$ cat src/rtl/modbus_rtu_read_holding_master_core_macros.svh
// -----------------------------------------------------------------------------
// Assertion macros for the Modbus RTU read-holding master core
// Immediate-implication and next-cycle-implication checks on clk / arst_n.
// -----------------------------------------------------------------------------
`ifndef MODBUS_RTU_READ_HOLDING_MASTER_CORE_MACROS_SVH
`define MODBUS_RTU_READ_HOLDING_MASTER_CORE_MACROS_SVH

// same-cycle implication
`define MRH_ASSERT_NOW(label, ante, cons, msg) \
	label: assert property (@(posedge clk) disable iff (!arst_n) (ante) |-> (cons)) \
		else $error(msg);

// next-cycle implication
`define MRH_ASSERT_NEXT(label, ante, cons, msg) \
	label: assert property (@(posedge clk) disable iff (!arst_n) (ante) |=> (cons)) \
		else $error(msg);

`endif

$ cat src/rtl/mrh_pkg.sv
// -----------------------------------------------------------------------------
// mrh_pkg
// Shared types, codes and the CRC-16/Modbus byte update.
// -----------------------------------------------------------------------------
package mrh_pkg;

	localparam logic       IN_REQ  = 1'b0;
	localparam logic       IN_BYTE = 1'b1;

	localparam logic [1:0] OUT_TX     = 2'd0;
	localparam logic [1:0] OUT_REG    = 2'd1;
	localparam logic [1:0] OUT_STATUS = 2'd2;

	localparam logic [1:0] ST_OK      = 2'd0;
	localparam logic [1:0] ST_SHORT   = 2'd1;
	localparam logic [1:0] ST_CRC     = 2'd2;
	localparam logic [1:0] ST_LENGTH  = 2'd3;

	localparam logic [15:0] CRC_INIT  = 16'hFFFF;
	localparam logic [15:0] CRC_POLY  = 16'hA001;
	localparam logic [7:0]  FUNC_READ = 8'h03;
	localparam int unsigned MIN_FRAME = 5;

	localparam int unsigned QUEUE_DEPTH = 4;
	localparam int unsigned QPTR_W      = $clog2(QUEUE_DEPTH);

	typedef struct packed {
		logic        is_req;
		logic [7:0]  slave_address;
		logic [15:0] start_address;
		logic [15:0] register_count;
		logic        reg_v;
		logic [15:0] register_value;
		logic [6:0]  register_index;
		logic        st_v;
		logic [1:0]  status;
	} cmd_t;

	function automatic logic [15:0] crc_feed(input logic [15:0] crc, input logic [7:0] b);
		logic [15:0] c;
		c = crc ^ {8'h00, b};
		for (int i = 0; i < 8; i++) begin
			if (c[0])
				c = (c >> 1) ^ CRC_POLY;
			else
				c = c >> 1;
		end
		return c;
	endfunction

endpackage

$ cat src/rtl/mrh_front.sv
// -----------------------------------------------------------------------------
// mrh_front
// Accepts input transfers, tracks the response parser state and queues commands.
// -----------------------------------------------------------------------------
module mrh_front
	import mrh_pkg::*;
#(
	parameter int MAX_FRAME = 256
) (
	input  logic        clk,
	input  logic        arst_n,
	input  logic        s_tvalid,
	output logic        s_tready,
	input  logic [47:0] s_tdata,
	input  logic        s_tuser,
	input  logic        s_tlast,
	input  logic        full,
	output logic        push,
	output cmd_t        cmd
);

	localparam int LEN_W = $clog2(MAX_FRAME + 2);
	localparam int CW    = LEN_W + 8;

	logic [15:0]      crc_q;
	logic [LEN_W-1:0] len_q;
	logic [7:0]       held0_q, held1_q;
	logic [7:0]       dbc_q;
	logic [7:0]       pend_q;
	logic [6:0]       idx_q;

	logic             acc;
	logic [7:0]       b;
	logic [15:0]      crc_n;
	logic [LEN_W-1:0] len_n;
	logic [LEN_W-1:0] d;
	logic             in_data;
	logic             emit_reg;
	logic [1:0]       st;

	assign s_tready = !full;
	assign acc      = s_tvalid && s_tready;
	assign b        = s_tdata[47:40];

	always_comb begin
		crc_n    = (len_q >= LEN_W'(2)) ? crc_feed(crc_q, held0_q) : crc_q;
		len_n    = (len_q <= LEN_W'(MAX_FRAME)) ? len_q + LEN_W'(1) : len_q;
		d        = len_q - LEN_W'(3);
		in_data  = (len_q >= LEN_W'(3)) && (len_q < LEN_W'(MAX_FRAME))
			&& (CW'(d) < CW'(dbc_q));
		emit_reg = in_data && d[0];
		if (CW'(len_n) < CW'(MIN_FRAME))
			st = ST_SHORT;
		else if (len_n > LEN_W'(MAX_FRAME))
			st = ST_LENGTH;
		else if ({b, held1_q} != crc_n)
			st = ST_CRC;
		else if (CW'(len_n) != CW'(MIN_FRAME) + CW'(dbc_q))
			st = ST_LENGTH;
		else
			st = ST_OK;
	end

	always_comb begin
		cmd                = '0;
		cmd.is_req         = (s_tuser == IN_REQ);
		if (s_tuser == IN_REQ) begin
			cmd.slave_address  = s_tdata[7:0];
			cmd.start_address  = s_tdata[23:8];
			cmd.register_count = s_tdata[39:24];
			push               = acc;
		end else begin
			cmd.reg_v          = emit_reg;
			cmd.register_value = {pend_q, b};
			cmd.register_index = idx_q;
			cmd.st_v           = s_tlast;
			cmd.status         = st;
			push               = acc && (emit_reg || s_tlast);
		end
	end

	always_ff @(posedge clk or negedge arst_n) begin
		if (!arst_n) begin
			crc_q   <= CRC_INIT;
			len_q   <= '0;
			held0_q <= '0;
			held1_q <= '0;
			dbc_q   <= '0;
			pend_q  <= '0;
			idx_q   <= '0;
		end else if (acc) begin
			if (s_tuser == IN_REQ || s_tlast) begin
				crc_q   <= CRC_INIT;
				len_q   <= '0;
				held0_q <= '0;
				held1_q <= '0;
				dbc_q   <= '0;
				pend_q  <= '0;
				idx_q   <= '0;
			end else begin
				crc_q   <= crc_n;
				len_q   <= len_n;
				held0_q <= held1_q;
				held1_q <= b;
				if (len_q == LEN_W'(2))
					dbc_q <= b;
				if (in_data && !d[0])
					pend_q <= b;
				if (emit_reg)
					idx_q <= idx_q + 7'd1;
			end
		end
	end

endmodule

$ cat src/rtl/mrh_fifo.sv
// -----------------------------------------------------------------------------
// mrh_fifo
// Short command queue between the front and back parts.
// -----------------------------------------------------------------------------
module mrh_fifo
	import mrh_pkg::*;
(
	input  logic clk,
	input  logic arst_n,
	input  logic push,
	input  cmd_t wr_cmd,
	output logic full,
	input  logic pop,
	output logic head_v,
	output cmd_t head
);

	cmd_t              mem_q [QUEUE_DEPTH];
	logic [QPTR_W-1:0] wr_q, rd_q;
	logic [QPTR_W:0]   cnt_q;

	assign full   = (cnt_q == (QPTR_W + 1)'(QUEUE_DEPTH));
	assign head_v = (cnt_q != '0);
	assign head   = mem_q[rd_q];

	always_ff @(posedge clk) begin
		if (push)
			mem_q[wr_q] <= wr_cmd;
	end

	always_ff @(posedge clk or negedge arst_n) begin
		if (!arst_n) begin
			wr_q  <= '0;
			rd_q  <= '0;
			cnt_q <= '0;
		end else begin
			if (push)
				wr_q <= wr_q + QPTR_W'(1);
			if (pop)
				rd_q <= rd_q + QPTR_W'(1);
			if (push && !pop)
				cnt_q <= cnt_q + (QPTR_W + 1)'(1);
			else if (pop && !push)
				cnt_q <= cnt_q - (QPTR_W + 1)'(1);
		end
	end

endmodule

$ cat src/rtl/mrh_back.sv
// -----------------------------------------------------------------------------
// mrh_back
// Expands queued commands into output beats; serial CRC for request frames.
// -----------------------------------------------------------------------------
`include "modbus_rtu_read_holding_master_core_macros.svh"

module mrh_back
	import mrh_pkg::*;
(
	input  logic        clk,
	input  logic        arst_n,
	input  logic        head_v,
	input  cmd_t        head,
	output logic        pop,
	output logic        m_tvalid,
	input  logic        m_tready,
	output logic [39:0] m_tdata,
	output logic [1:0]  m_tuser,
	output logic        m_tlast
);

	logic [2:0]  step_q;
	logic [15:0] crc_q;
	logic        load;
	logic        done;
	logic [7:0]  tx;
	logic [1:0]  kind;
	logic        lst;
	logic [39:0] data;

	assign load = head_v && (!m_tvalid || m_tready);
	assign pop  = load && done;

	always_comb begin
		case (step_q)
			3'd0:    tx = head.slave_address;
			3'd1:    tx = FUNC_READ;
			3'd2:    tx = head.start_address[15:8];
			3'd3:    tx = head.start_address[7:0];
			3'd4:    tx = head.register_count[15:8];
			3'd5:    tx = head.register_count[7:0];
			3'd6:    tx = crc_q[7:0];
			3'd7:    tx = crc_q[15:8];
			default: tx = '0;
		endcase
		data = '0;
		if (head.is_req) begin
			kind       = OUT_TX;
			data[7:0]  = tx;
			lst        = (step_q == 3'd7);
			done       = lst;
		end else if (step_q == 3'd0 && head.reg_v) begin
			kind        = OUT_REG;
			data[23:8]  = head.register_value;
			data[30:24] = head.register_index;
			lst         = 1'b0;
			done        = !head.st_v;
		end else begin
			kind        = OUT_STATUS;
			data[32:31] = head.status;
			lst         = 1'b1;
			done        = 1'b1;
		end
	end

	always_ff @(posedge clk or negedge arst_n) begin
		if (!arst_n) begin
			m_tvalid <= 1'b0;
			step_q   <= '0;
			crc_q    <= CRC_INIT;
		end else if (load) begin
			m_tvalid <= 1'b1;
			step_q   <= done ? 3'd0 : step_q + 3'd1;
			if (head.is_req && step_q < 3'd6)
				crc_q <= crc_feed((step_q == 3'd0) ? CRC_INIT : crc_q, tx);
		end else if (m_tready) begin
			m_tvalid <= 1'b0;
		end
	end

	always_ff @(posedge clk) begin
		if (load) begin
			m_tdata <= data;
			m_tuser <= kind;
			m_tlast <= lst;
		end
	end

	`MRH_ASSERT_NOW(a_status_last, m_tvalid && m_tuser == OUT_STATUS, m_tlast, "status beat without tlast")
	`MRH_ASSERT_NOW(a_tx_clean, m_tvalid && m_tuser == OUT_TX, m_tdata[39:8] == 32'd0, "tx beat carries stray fields")
	`MRH_ASSERT_NEXT(a_tx_wrap, load && head.is_req && step_q == 3'd7, step_q == 3'd0, "request sequencer did not wrap")

endmodule

$ cat src/rtl/modbus_rtu_read_holding_master_core.sv
// -----------------------------------------------------------------------------
// modbus_rtu_read_holding_master_core
// Modbus RTU function 3 master: request framing with CRC-16, response parsing.
// -----------------------------------------------------------------------------
// channel  dir  tdata                                   tuser     tlast
// s_*      in   slave[7:0] start[23:8] count[39:24]     kind      frame_end
//               rx_byte[47:40]
// m_*      out  tx[7:0] value[23:8] index[30:24]        out_kind  last
//               status[32:31]
//
// Response bytes are taken one per cycle unless the queue is full. A request
// gives eight output beats, one frame byte per cycle unless the output stalls;
// the back sequencer updates the CRC on the six header bytes. A frame end after
// a completed register gives a register and a status beat. A four-entry command
// queue lets input and output stall independently. Reset is asynchronous and immediate.
// -----------------------------------------------------------------------------
module modbus_rtu_read_holding_master_core
	import mrh_pkg::*;
#(
	parameter int MAX_FRAME = 256
) (
	input  logic        clk,
	input  logic        arst_n,
	input  logic        s_tvalid,
	output logic        s_tready,
	input  logic [47:0] s_tdata,   // slave_address, start_address, register_count, rx_byte
	input  logic        s_tuser,   // kind
	input  logic        s_tlast,
	output logic        m_tvalid,
	input  logic        m_tready,
	output logic [39:0] m_tdata,   // tx_byte, register_value, register_index, status, pad
	output logic [1:0]  m_tuser,   // out_kind
	output logic        m_tlast
);

	logic full, push, pop, head_v;
	cmd_t wr_cmd, head;

	mrh_front #(.MAX_FRAME(MAX_FRAME)) u_front (
		.clk      (clk),
		.arst_n   (arst_n),
		.s_tvalid (s_tvalid),
		.s_tready (s_tready),
		.s_tdata  (s_tdata),
		.s_tuser  (s_tuser),
		.s_tlast  (s_tlast),
		.full     (full),
		.push     (push),
		.cmd      (wr_cmd)
	);

	mrh_fifo u_fifo (
		.clk    (clk),
		.arst_n (arst_n),
		.push   (push),
		.wr_cmd (wr_cmd),
		.full   (full),
		.pop    (pop),
		.head_v (head_v),
		.head   (head)
	);

	mrh_back u_back (
		.clk      (clk),
		.arst_n   (arst_n),
		.head_v   (head_v),
		.head     (head),
		.pop      (pop),
		.m_tvalid (m_tvalid),
		.m_tready (m_tready),
		.m_tdata  (m_tdata),
		.m_tuser  (m_tuser),
		.m_tlast  (m_tlast)
	);

endmodule

$ cat config.mk
export PLATFORM = sky130hd
export DESIGN_NAME = modbus_rtu_read_holding_master_core
export DESIGN_NICKNAME = d
export VERILOG_FILES = /design/src/rtl/mrh_pkg.sv /design/src/rtl/mrh_front.sv /design/src/rtl/mrh_fifo.sv /design/src/rtl/mrh_back.sv /design/src/rtl/modbus_rtu_read_holding_master_core.sv
export VERILOG_INCLUDE_DIRS = /design/src /design/src/rtl
export SDC_FILE = /design/constraint.sdc
export NUM_CORES = 1
export LEC_CHECK = 0
export ABC_AREA = 1
export BUFFER_PORTS_ARGS = -buffer_cell sky130_fd_sc_hd__buf_4
export CORE_MARGIN = 4
export CORE_UTILIZATION = 39
export DETAILED_ROUTE_END_ITERATION = 10
export HOLD_SLACK_MARGIN = 0.1
export PLACE_DENSITY = 0.61
export SLEW_MARGIN = 20
export SYNTH_ARGS = -nofsm -noshare
export SYNTH_HDL_FRONTEND = slang
export SYNTH_SLANG_ARGS = --single-unit
$ cat constraint.sdc
create_clock -name clk -period 12.82 [get_ports clk]
set_input_delay 3.846 -clock clk [delete_from_list [all_inputs] [get_ports clk]]
set_output_delay 3.846 -clock clk [all_outputs]
set_load 0.005 [all_outputs]
======== Word level (Yosys, flattened, before mapping) ========
Memories as Yosys holds them, arrays and structs flattened.
Cells that the tools add are included.
operators by class
  $add $sub $neg .......................... 9
  order comparisons ....................... 8
  equal/unequal tests ..................... 11
  multiplexer cells ....................... 63
  bitwise logic cells ..................... 20
  reduce and logical (&&, ||, !) cells .... 34
operator list
  operator                                                           number
  2-to-1 mux 16 bit                                                  33
  one-hot mux 8 bit (8 select lines)                                 1
  2-to-1 mux 8 bit                                                   6
  NOT 2 -> 3 bit                                                     16
  2-to-1 mux 40 bit                                                  1
  bitwise XOR 16 x 8 -> 16 bit                                       2
  2-to-1 mux 27 bit                                                  1
  greater-or-equal comparator 9 x 2 -> 1 bit, second input constant  2
  2-to-1 mux 9 bit                                                   2
  inequality test 9 x 17 -> 1 bit                                    1
  inequality test 16 bit                                             1
  equality test 3 bit, second input constant                         5
  2-to-1 mux 7 bit                                                   2
  logical AND 1 bit                                                  12
  2-to-1 mux 2 bit                                                   5
  nonzero test 2 bit                                                 5
  adder 3 x 8 -> 9 bit, first input constant                         1
  adder 9 x 1 -> 9 bit, second input constant                        1
  equality test 9 x 2 -> 1 bit, second input constant                1
  greater-than comparator 9 bit, second input constant               1
  <= comparator 9 bit, second input constant                         1
  less-than comparator 9 x 3 -> 1 bit, second input constant         1
  less-than comparator 9 x 8 -> 1 bit                                1
  less-than comparator 9 bit, second input constant                  1
  other kinds (17)                                                   42
word-level totals
  register bits after elaboration ......... 127
  RAM bits ................................ 272
  input port bits ......................... 54
  output and inout bits ................... 45
  logic and storage cells ................. 164
  memories kept ........................... 1
memory list
  name          depth  width  rd ports  clocked after memory_dff  wr ports  RTL line        source
  u_fifo.mem_q  4      68     1         0                         1         mrh_fifo.sv:18  cmd_t mem_q [QUEUE_DEPTH];

======== Longest topological paths before layout ========
Gate-level depths: netlist (run 1).
  depth in word-level cells ............... 33
  depth in mapped cells ................... 23
  gate-level depth less buffers ........... 23

======== Hierarchy ========
Synthesis (run 1) repeated with hierarchy kept, for this count alone.
second synthesis, totals
  cells, all modules ...................... 1998
  area, all modules ....................... 19272.2 um2
by module, submodules not included
  module     times used  cells an instance  area each (um2)  sequential area each (um2)
  mrh_fifo   1           842                11116.9          8343.0
  mrh_front  1           752                4819.6           1621.6
  mrh_back   1           404                3335.7           1601.5

======== Worst setup path after synthesis (run 1) ========
OpenSTA, ideal clock, no wires.
  path type ............................... input to register
  from .................................... input s_tuser
  to ...................................... memory u_fifo.mem_q[0][0] (netlist name), enable pin
  setup time .............................. 0.495 ns
  data arrival time ....................... 7.314 ns
  data required time ...................... 12.325 ns
  path slack .............................. 5.011 ns
  cell stages on the path ................. 6
  buffers on the path ..................... 1
  cell sequence ........................... inv_1 > nor2_1 > nand2_1 > nand2_1 > clkbuf_1 > nor2_1
between the ends
  word-level cells in the longest chain between the ends .. 3
ends and longest elaborated chain
  element                                 RTL line                                   source
  from (decl)                             modbus_rtu_read_holding_master_core.sv:27  input logic s_tuser,
  2-to-1 mux 1 bit                        mrh_front.sv:67                            if (s_tuser == IN_REQ) begin
  2-to-1 mux 1 bit                        mrh_fifo.sv:27                             if (push)
  2-to-1 mux 1 bit (not written as such)  mrh_fifo.sv:28                             mem_q[wr_q] <= wr_cmd;
  to (decl)                               mrh_fifo.sv:18
Every way passes these cells.

======== Worst setup path in the final report (run 1) ========
  from .................................... input s_tuser
  to ...................................... memory u_fifo.mem_q[0][32] (netlist name), enable pin
The elaborated chain is that of the path after synthesis.

==> results of run 1 <==
==> critical path, cell delays in order <==
cell,delay (ns)
buf_4,0.37
inv_1,0.30
nor2_1,0.15
nand2_1,0.09
nand2_1,0.40
nor2_4,0.98
buf_4,0.63
==> routing by layer <==
metal / up-vias / GRT usage (%)
li1: 6379 / -
met1: 6115 / 23.8
met2: 317 / 28.4
met3: 68 / 2.70
met4: 0 / 5.68
met5: - / 0
==> worst paths after layout <==
check / from / end / slack (ns)
min: u_back.crc_q[15] / u_back.crc_q[15] / 0.48
max in group asynchronous: arst_n / u_fifo.rd_q[0] / 8.31
max: s_tuser / u_fifo.mem_q[0][32] / 6.19
max reg2reg: u_front.len_q[0] / u_fifo.mem_q[0][32] / 7.92
min in group asynchronous: arst_n / u_front.held0_q[3] / 3.17
min reg2reg: u_back.crc_q[15] / u_back.crc_q[15] / 0.48
==> power by group through the flow <==
stage / Sequential (uW) / Combinational, uW / Clock [uW]
6_report: 1820 / 1690 / 1260
3_5_place_dp: 1850 / 1700 / 0
3_3_place_gp: 1850 / 1660 / 0
2_1_floorplan: 1820 / 1220 / 0
4_1_cts: 1830 / 1700 / 1290
5_1_grt: 1850 / 1940 / 1340
==> sequential cells by signal (all words and copies together), names as in the netlist <==
signal and flops:
u_back.m_tuser 2, u_fifo.mem_q 272, u_front.idx_q 7, u_back.crc_q 16, u_front.pend_q 8, u_fifo.rd_q 2, u_fifo.cnt_q 3, u_front.dbc_q 8
u_back.m_tdata 33, u_fifo.wr_q 2, u_back.step_q 3, u_front.held1_q 8, u_back.m_tvalid 1, u_front.len_q 9, u_front.crc_q 16, u_back.m_tlast 1
u_front.held0_q 8
==> layout by cell type (no fill, tap or decap), types with 6 or more instances in the layout <==
cell,netlist,routed
a21oi_1,56,56
dfstp_2,32,32
buf_4,17,103
bufinv_16,0,6
nor3_1,7,7
nand2_1,437,437
clkinv_2,0,8
o31ai_1,8,8
dfrtp_1,59,57
conb_1,1,7
ha_1,22,22
inv_1,221,221
o21ai_0,153,153
nand4_1,8,8
xnor2_1,18,18
clkbuf_16,0,43
clkbuf_1,39,7
o21ai_1,15,15
nor2_1,276,272
nand3_1,78,78
inv_2,10,9
edfxtp_1,308,308
o22ai_1,35,35
xor2_1,37,37
a31oi_1,7,6
==> stage by stage <==
stage	power [uW]	cell area [sq um]	hold WS (ns)	std cells
final	4770	21100	0.480	2606
after global routing	5130	21100	0.501	2606
after CTS	4820	21000	0.481	2604
after detailed placement	3550	19600	0.475	2526
after global placement	3510	19600	0.468	2526
after floorplan	3040	18400	0.452	1897
==> area by class of cell <==
type,instances,area (sq um)
fill,4283,25500
tap,607,759
timing repair buffer,105,821
clock buffer,50,1100
sequential,399,11600
clock inverter,28,333
multi-input combinational,1186,5610
inverter,231,868
==> cells by family (layout without fill, tap and decap cells) <==
group           Yosys count  after routing
buf+inv                 312            414
simple gates            815            815
fa+ha+maj                23             23
other cells               1              7
flops                   399            399
xor+xnor                 55             55
compound gates          286            286
==> reports/qor.txt, run 1 <==
Outcome = completed
Root Buffer = clkbuf_16
Util after Layout = 45.3%
Post-synthesis simple-gate area fraction = 17.5%
H-tree levels = 2
Critical Path AT = 6.81 ns
PD cells = 226 mW/mm^2
Largest net degree at the start of global routing = 98
Setup TNS Final = 0 ns
EDFF count, synth = 308
Overall Global Routing Usage = 17.3%
Syn Std Cell Area = 0.0184 sq mm
First drt pass iteration count = 7
Synth area leader = edfxtp_1
CTS Buffer Depth = 3
Min-delay worst type = flop to flop
# diodes = 0
CTS tree = built
FFs w/ async S/R, synth = 22.8%
Leak pwr = 0.00885 uW
Max VDD drop = 0.113 mV
Violation count after the first detailed-route iteration = 896
Adder-Cell Fraction of Synth Area = 1.60%
First-pass GRT wire length = 69.6 mm
Placement row count = 79
Slew @ Worst Pin = 1.07 ns
Synth Instances = 1891
Max-slew headroom = 28.8%
Top_reg_cell synth = edfxtp_1
DR WL met2 = 21.0 mm
Cell variety after synth = 40
Worst Path Required = 13.00 ns
Endpoints failing setup = 0
Unrepaired setup endpoints after global routing = false
Hold Path Stages = 2
Area grow syn2layout = 14.5%
CORE AREA = 0.0466 sq mm
Critical path launch point type = input port
Post-CTS Setup Bufs = 0
Via count = 12.9k
Final max-slew violation count = 0
I/O pin cnt = 99
YS warnings = 0
Num CTS Buffers = 43
Clock latency on the worst-skew pair = 0.58 ns
Routed WL = 44.2 mm
Global route overflow = 0
Max Fclk = 151 MHz
Maxcap violations = 0
Post-synthesis mux area share = 0%
Uppermost layer routed = met4
M1 WL = 19.7 mm
DR WL/cell = 17.0 um
DP Worst Slack = 5.48 ns
Worst-path fanout max = 65
Chip Width = 225 um
Critical path class = input port to flop
Register area share after synthesis = 62.9%
Post-Synth XOR/XNOR Area = 2.62%
Final worst path period share = 51.7%
Die Y = 225 um
Internal = 2980 uW
GPL Wtd Cong = 0.843
Reported net switching power = 1790 uW
Clock share of power = 26.4%
Crit path setup slack, layout = 6.19 ns
Routed wl met3 = 2.35 mm
CTS Sinks = 399
Top post-synthesis cells by count = 437 x nand2_1, 308 x edfxtp_1, 276 x nor2_1
Die footprint = 0.0507 sq mm
CTS Hold Buffers Added = 0
Synth Area in Compound Gates = 8.43%
R2r worst-path depth = 15
Initial antenna violation count = 0
Synthesized flop and latch total = 399
Initial core utilization = 39.5%
Critical Path End Type = flop
Sw frac = 37.5%
Count leader, synth = nand2_1
I/O Buffers = 91
Layout Nets = 2043
Number of global-route vias before repair = 12.8k
Max Clock Skew = 0.0345 ns
Share of layout cells above drive strength 1 = 11.4%
Fin. Hold Viols = 0
Clock-pin slew on the worst setup and hold paths = 0.06 ns
Mapped Avg Cell Area = 9.73 sq um
Post-layout minimum cycle time = 6.63 ns
Final antenna-violating net count = 0
Synth top area share = 50.3%
Largest family of logic cells by synthesized area = simple AND/OR/NAND/NOR gates
# resized after CTS = 0
Post-DP HPWL = 28.3 mm
Logic pwr share = 35.4%
DRC = 0
Sequential power share = 38.2%
Via/cell ratio = 4.94
Top cells by area, synth = edfxtp_1 50%, nand2_1 8.9%, dfrtp_1 8.0%
(Power assumes the default switching activity.)
==> run 2, diff against run 1 <==
- ABC_AREA: 1 -> 0
- PLACE_DENSITY: 0.61 -> 0.63
- clock period: 12.82 -> 5.45 ns (I/O delays scaled with it)
==> reports/qor.txt, run 2 <==
Outcome = completed
Worst setup endpoint = u_fifo.cnt_q[2]
Initial antenna violation count = 0 (unchanged)
Overall Global Routing Usage = 15.8% (-1.6 points)
Max-slew headroom = 34.3% (+5.5 points)
Critical Path AT = 5.27 ns (-1.54 ns)
Adder-Cell Fraction of Synth Area = 1.66% (+0.056 points)
Number of global-route vias before repair = 10.3k (-19%)
Final max-slew violation count = 0 (unchanged)
R2r endpoint = u_fifo.cnt_q[2]
CTS Sinks = 399 (unchanged)
Top_reg_cell synth = edfxtp_1
I/O Buffers = 91 (unchanged)
Synth Instances = 1174 (-38%)
Max Clock Skew = 0.0170 ns (-0.0175 ns)
Flop2flop setup slack = 0.64 ns (-7.28 ns)
Global route overflow = 0 (unchanged)
Final worst path period share = 88.2%
Share of layout cells above drive strength 1 = 23.5% (+12 points)
Via count = 9857 (-23%)
Post-CTS Setup Bufs = 0 (unchanged)
Worst reg2reg startpoint = u_front.len_q[0]
Placement row count = 77 (-2.5%)
Synthesized flop and latch total = 399 (unchanged)
Via/cell ratio = 5.19 (+5.0%)
PD cells = 526 mW/mm^2 (+130%)
Synth Area in Compound Gates = 6.07% (-2.4 points)
First drt pass iteration count = 5 (-2)
Setup TNS Final = 0 ns (unchanged)
CTS tree = built
Finished Cell Area = 0.0205 sq mm (-2.6%)
Routed WL = 38.6 mm (-13%)
Clock latency on the worst-skew pair = 0.56 ns (-0.02 ns)
Post-synthesis mux area share = 9.91% (+9.9 points)
Mapped Avg Cell Area = 15.1 sq um (+56%)
DRC = 0 (unchanged)
# resized after CTS = 0 (unchanged)
Top cells by area, synth = edfxtp_1 52%, dfrtp_1 8.3%, mux4_2 6.7%
Worst Path Required = 5.91 ns (-7.09 ns)
Chip Width = 221 um (-1.6%)
Post-DP HPWL = 25.6 mm (-9.4%)
I/O pin cnt = 99 (unchanged)
EDFF count, synth = 308 (unchanged)
Max reg flops = 272 (unchanged)
Layout Nets = 1351 (-34%)
Leak pwr = 0.00748 uW (-16%)
DR WL/cell = 20.3 um (+20%)
Largest net degree at the start of global routing = 67 (-32%)
Critical path class = flop to flop
Top post-synthesis cells by count = 308 x edfxtp_1, 94 x nand2_1, 73 x nor2b_1
Count leader, synth = edfxtp_1
Area of the multi-input gates = 0.00572 sq mm (+1.8%)
# fillers = 3914 (-8.6%)
Min-delay worst type = flop to flop
Register area share after synthesis = 65.1% (+2.2 points)
Largest family of logic cells by synthesized area = multiplexers
CTS Hold Buffers Added = 0 (unchanged)
CP Launch Point = u_front.len_q[0]
First-pass GRT wire length = 60.9 mm (-12%)
Synth area leader = edfxtp_1
Synth top area share = 52.0% (+1.8 points)
CORE AREA = 0.0446 sq mm (-4.2%)
Critical Path End Type = flop
Unrepaired setup endpoints after global routing = false
Sw frac = 30.7% (-6.8 points)
DP Worst Slack = 0.665 ns (-4.82 ns)
Worst-path fanout max = 12 (-82%)
Area grow syn2layout = 15.5%
Internal = 7480 uW (+150%)
Hold_sp = u_front.held0_q[5]
Largest regs = u_fifo.mem_q: 272 flops, u_back.m_tdata: 33 flops
R2r worst-path depth = 18 (+3)
Reg area = 0.0116 sq mm (about the same)
Sequential power share = 40.5% (+2.3 points)
Violation count after the first detailed-route iteration = 799 (-11%)
Clock share of power = 27.6% (+1.2 points)
Max Fclk = 208 MHz
Area after DPL = 0.0191 sq mm (-2.7%)
Initial core utilization = 39.9% (+0.33 points)
Commonest non-fill, non-tap cells in the layout = 308 x edfxtp_1, 114 x buf_4, 94 x nand2_1
Critical path launch point type = flop
YS warnings = 0 (unchanged)
GPL Wtd Cong = 0.844 (about the same)
Maxcap violations = 0 (unchanged)
Reported net switching power = 3320 uW (+85%)
Syn Std Cell Area = 0.0178 sq mm (-3.4%)
CTS Buffer Depth = 3 (unchanged)
Die Y = 221 um (-1.6%)
Root Buffer = clkbuf_16
H-tree levels = 2 (unchanged)
Cell variety after synth = 76 (+90%)
Fin. Hold Viols = 0 (unchanged)
Top reg by flops = u_fifo.mem_q
# diodes = 0 (unchanged)
FFs w/ async S/R, synth = 22.8% (unchanged)
Post-layout minimum cycle time = 4.81 ns
Max VDD drop = 0.703 mV (+520%)
Post-synthesis simple-gate area fraction = 9.18% (-8.3 points)
Logic pwr share = 31.8% (-3.6 points)
Clock-pin slew on the worst setup and hold paths = 0.06 ns (about the same)
Crit path setup slack, layout = 0.642 ns (-5.55 ns)
Die footprint = 0.0491 sq mm (-3.3%)
Num CTS Buffers = 43 (unchanged)
Most common cell after layout, fill and taps aside = edfxtp_1
Endpoints failing setup = 0 (unchanged)
Post-Synth XOR/XNOR Area = 5.13% (+2.5 points)
Final antenna-violating net count = 0 (unchanged)
Slew @ Worst Pin = 0.979 ns (-0.0859 ns)
run 2: cell count changes after synthesis, sizes merged, moves of 44 or more:
cell / previous run / this run
a21oi: 56 / 10
inv: 231 / 25
mux4: 0 / 59
nand2: 437 / 95
nand3: 78 / 34
nor2: 276 / 46
nor2b: 0 / 73
o21ai: 168 / 34
run 2: routing by layer:
metal,vias up,track usage (%),wire length [um]
li1,4590,-,-
met1,4985,20.8,16400
met2,217,27.2,19600
met3,65,2.38,1680
met4,0,4.70,945
met5,-,0,0
run 2: worst min path at each step:
stage / depth (start not counted) / to / slack, ns
floorplan: 2 / u_front.held0_q[2] / 0.46
finish: 2 / u_front.held0_q[5] / 0.49
global route: 2 / u_back.crc_q[6] / 0.52
CTS: 2 / u_back.crc_q[9] / 0.49
detailed placement: 2 / u_back.crc_q[9] / 0.48
global placement: 2 / u_front.held0_q[4] / 0.47
run 2: power groups by stage:
stage	Clock (uW)	Sequential (uW)	Combinational (uW)
finish	2980	4380	3440
global route	3180	4460	3740
CTS	3040	4390	3510
detailed placement	0	4450	3500
global placement	0	4430	3460
floorplan	0	4230	2740
run 2: kinds of logic (layout without fill, tap and decap cells):
group,after synthesis,count (layout)
multiplexers,99,99
other,1,7
buffers and inverters,94,222
AND/OR/NAND/NOR,320,320
AO/OA/AOI/OAI,141,141
flip-flops,399,399
XOR/XNOR,97,97
adder cells (fa/ha/maj),23,23
run 2: layout make-up:
type	count	share of cell area, %
clock buffer	54	5.80
clock inverter	25	1.32
inverter	25	0.457
timing repair buffer	118	4.56
multi-input combinational	687	27.9
sequential	399	56.4
tap	592	3.61
run 2: critical path, cell delays in order, from the launching register on:
cell and delay, ns:
dfrtp_1 0.56, inv_1 0.19, ha_1 0.41, ha_1 0.29, a21boi_1 0.13, o21a_1 0.18, o21a_1 0.17, o21a_1 0.18
o21a_1 0.17, o21a_1 0.17, o21a_1 0.20, or3_1 0.49, a21oi_2 0.42, ha_1 0.26, inv_1 0.07, fa_1 0.38
xor2_1 0.17, nor2_1 0.11, xor2_1 0.17
run 2: per-stage QoR:
step | util (%) | power, uW | hold WS [ns] | std cells
global route | 46.0 | 11400 | 0.518 | 1900
detailed placement | 42.7 | 7950 | 0.483 | 1821
finish | 46.0 | 10800 | 0.492 | 1900
floorplan | - | 6980 | 0.459 | 1180
global placement | 42.7 | 7890 | 0.472 | 1821
CTS | 46.0 | 10900 | 0.493 | 1900
==> run 3, diff against run 2 <==
- BUFFER_PORTS_ARGS: -buffer_cell sky130_fd_sc_hd__buf_4 -> -buffer_cell sky130_fd_sc_hd__buf_2
- CORE_ASPECT_RATIO: default -> 1.5
- CORE_MARGIN: 4 -> 2
==> reports/qor.txt, run 3 (same netlist as run 2, synthesis figures left out) <==
Num CTS Buffers = 40 (-7.0%)
Die footprint = 0.0473 sq mm (-3.5%)
Global route overflow = 0 (unchanged)
Overall Global Routing Usage = 16.9% (+1.1 points)
Min-delay worst type = flop to flop
Largest net degree at the start of global routing = 66 (-1.5%)
Cell Count, Final, Fillers Out = 1885 (-0.79%)
CTS Buffer Depth = 3 (unchanged)
CORE AREA = 0.0449 sq mm (+0.73%)
# fillers = 4034 (+3.1%)
PD cells = 526 mW/mm^2 (about the same)
Max VDD drop = 0.300 mV (-57%)
Initial core utilization = 39.6% (-0.29 points)
Post-layout minimum cycle time = 4.77 ns (-0.0389 ns)
DRC = 0 (unchanged)
Area after DPL = 0.0189 sq mm (-1.1%)
# resized after CTS = 0 (unchanged)
I/O pin cnt = 99 (unchanged)
DP Worst Slack = 0.726 ns (+0.0610 ns)
Cells after DPL = 1812 (-0.49%)
Max reg flops = 272 (unchanged)
CTS tree = built
Setup TNS Final = 0 ns (unchanged)
Layout Nets = 1349 (-0.15%)
Util after Layout = 44.9% (-1.1 points)
Area grow syn2layout = 13.6%
Top cell by count, worst path = o21a_1
Post-DP HPWL = 26.9 mm (+5.1%)
Critical path launch point type = flop
Most common cell after layout, fill and taps aside = edfxtp_1
GPL Wtd Cong = 0.874 (+3.6%)
Top reg by flops = u_fifo.mem_q
DR WL/cell = 20.8 um (+2.4%)
Largest regs = u_fifo.mem_q: 272 flops, u_back.m_tdata: 33 flops
Clock latency on the worst-skew pair = 0.55 ns (about the same)
Post-CTS Setup Bufs = 0 (unchanged)
CP Buf/Inv Count = 2 (unchanged)
CP max stage delay = 0.57 ns (about the same)
Final antenna-violating net count = 0 (unchanged)
Slew @ Worst Pin = 1.02 ns (+0.0456 ns)
Via/cell ratio = 5.26 (+1.4%)
Violation count after the first detailed-route iteration = 743 (-7.0%)
First-pass GRT wire length = 60.5 mm (-0.66%)
Clock-pin slew on the worst setup and hold paths = 0.06 ns (about the same)
Routed WL = 39.2 mm (+1.6%)
CTS Sinks = 399 (unchanged)
Outcome = completed
Initial antenna violation count = 0 (unchanged)
Max Clock Skew = 0.0339 ns (+0.0168 ns)
Endpoints failing setup = 0 (unchanged)
Critical Path Slowest Stage Cell = dfrtp_1
Max Fclk = 210 MHz (+0.81%)
H-tree levels = 2 (unchanged)
Share of layout cells above drive strength 1 = 23.1% (-0.37 points)
Die Y = 265 um (+20%)
Critical path class = flop to flop
CTS Hold Buffers Added = 0 (unchanged)
Final worst path period share = 87.5% (-0.71 points)
CP delay by family, top = compound AO/OA/AOI/OAI gates
Critical Path End Type = flop
Number of global-route vias before repair = 10.5k (+2.2%)
Critical Path AT = 5.21 ns (-0.06 ns)
Worst-path fanout max = 12 (unchanged)
Chip Width = 178 um (-19%)
I/O Buffers = 91 (unchanged)
Final max-slew violation count = 0 (unchanged)
# diodes = 0 (unchanged)
Worst Path Required = 5.90 ns (about the same)
Max-slew headroom = 31.6% (-2.7 points)
Crit path setup slack, layout = 0.681 ns (+0.0389 ns)
Fin. Hold Viols = 0 (unchanged)
Placement row count = 95 (+23%)
Finished Cell Area = 0.0202 sq mm (-1.6%)
Via count = 9917 (+0.61%)
First drt pass iteration count = 5 (unchanged)
Root Buffer = clkbuf_16
Unrepaired setup endpoints after global routing = false
Commonest non-fill, non-tap cells in the layout = 308 x edfxtp_1, 94 x nand2_1, 90 x buf_2
Leak pwr = 0.00736 uW (-1.6%)
Maxcap violations = 0 (unchanged)
Critical path, cell by cell = inv_1, ha_1, ha_1, a21boi_1, o21a_1, o21a_1, o21a_1, o21a_1, o21a_1, o21a_1, or3_1, a21oi_2, ha_1, inv_1, fa_1, xor2_1, nor2_1, xor2_1
[run 3: cell types whose count changed in the layout (fill, tap and decap cells not counted), sizes merged]
cell	change
buf	+1
inv	-2
clkbuf	-2
clkinv	-2
[run 3: report_power, final]
group	internal, uW	total (uW)	switching (uW)
registers	3990	4360	372
clock network	1650	2800	1140
logic	1640	3470	1820
total	7290	10600	3340
[run 3: area by class of cell]
class,instances,area [sq um],share of cell area (%)
sequential,399,11600,57.3
multi-input combinational,687,5720,28.3
timing repair buffer,119,743,3.68
clock buffer,52,1090,5.39
inverter,25,93.8,0.465
clock inverter,21,248,1.23
tap,582,728,3.61
[run 3: worst reg2reg max path, cell delays in order, from the launching register on]
cell and delay, ns:
dfrtp_1 0.57, inv_1 0.20, ha_1 0.39, ha_1 0.29, a21boi_1 0.13, o21a_1 0.19
o21a_1 0.16, o21a_1 0.16, o21a_1 0.17, o21a_1 0.16, o21a_1 0.21, or3_1 0.51
a21oi_2 0.44, ha_1 0.26, inv_1 0.06, fa_1 0.37, xor2_1 0.17, nor2_1 0.11
xor2_1 0.15
[run 3: path summary, 6_finish.rpt]
check	start	endpoint	slack [ns]	depth (start not counted)
setup / recovery	u_front.len_q[0]	u_fifo.cnt_q[2]	0.68	18
hold / removal	u_front.held0_q[4]	u_front.held0_q[4]	0.49	2
setup reg to reg	u_front.len_q[0]	u_fifo.cnt_q[2]	0.68	18
hold reg to reg	u_front.held0_q[4]	u_front.held0_q[4]	0.49	2
max in group asynchronous	arst_n	u_front.crc_q[15]	3.45	2
min in group asynchronous	arst_n	u_back.step_q[2]	1.15	1
[run 3: routing by layer]
metal / GRT usage [%] / vias to the layer above / part of all wire [%]
met4: 6.55 / 0 / 3.3
li1: - / 4573 / -
met3: 2.29 / 76 / 3.8
met1: 19.4 / 5032 / 38
met2: 31.4 / 236 / 54
met5: 0 / - / 0
[run 3: per-stage QoR]
step / power (uW) / hold slack, ns
floorplan: 6980 / 0.459
global placement: 7890 / 0.474
detailed placement: 7950 / 0.480
CTS: 10800 / 0.493
global route: 11200 / 0.510
finish: 10600 / 0.491
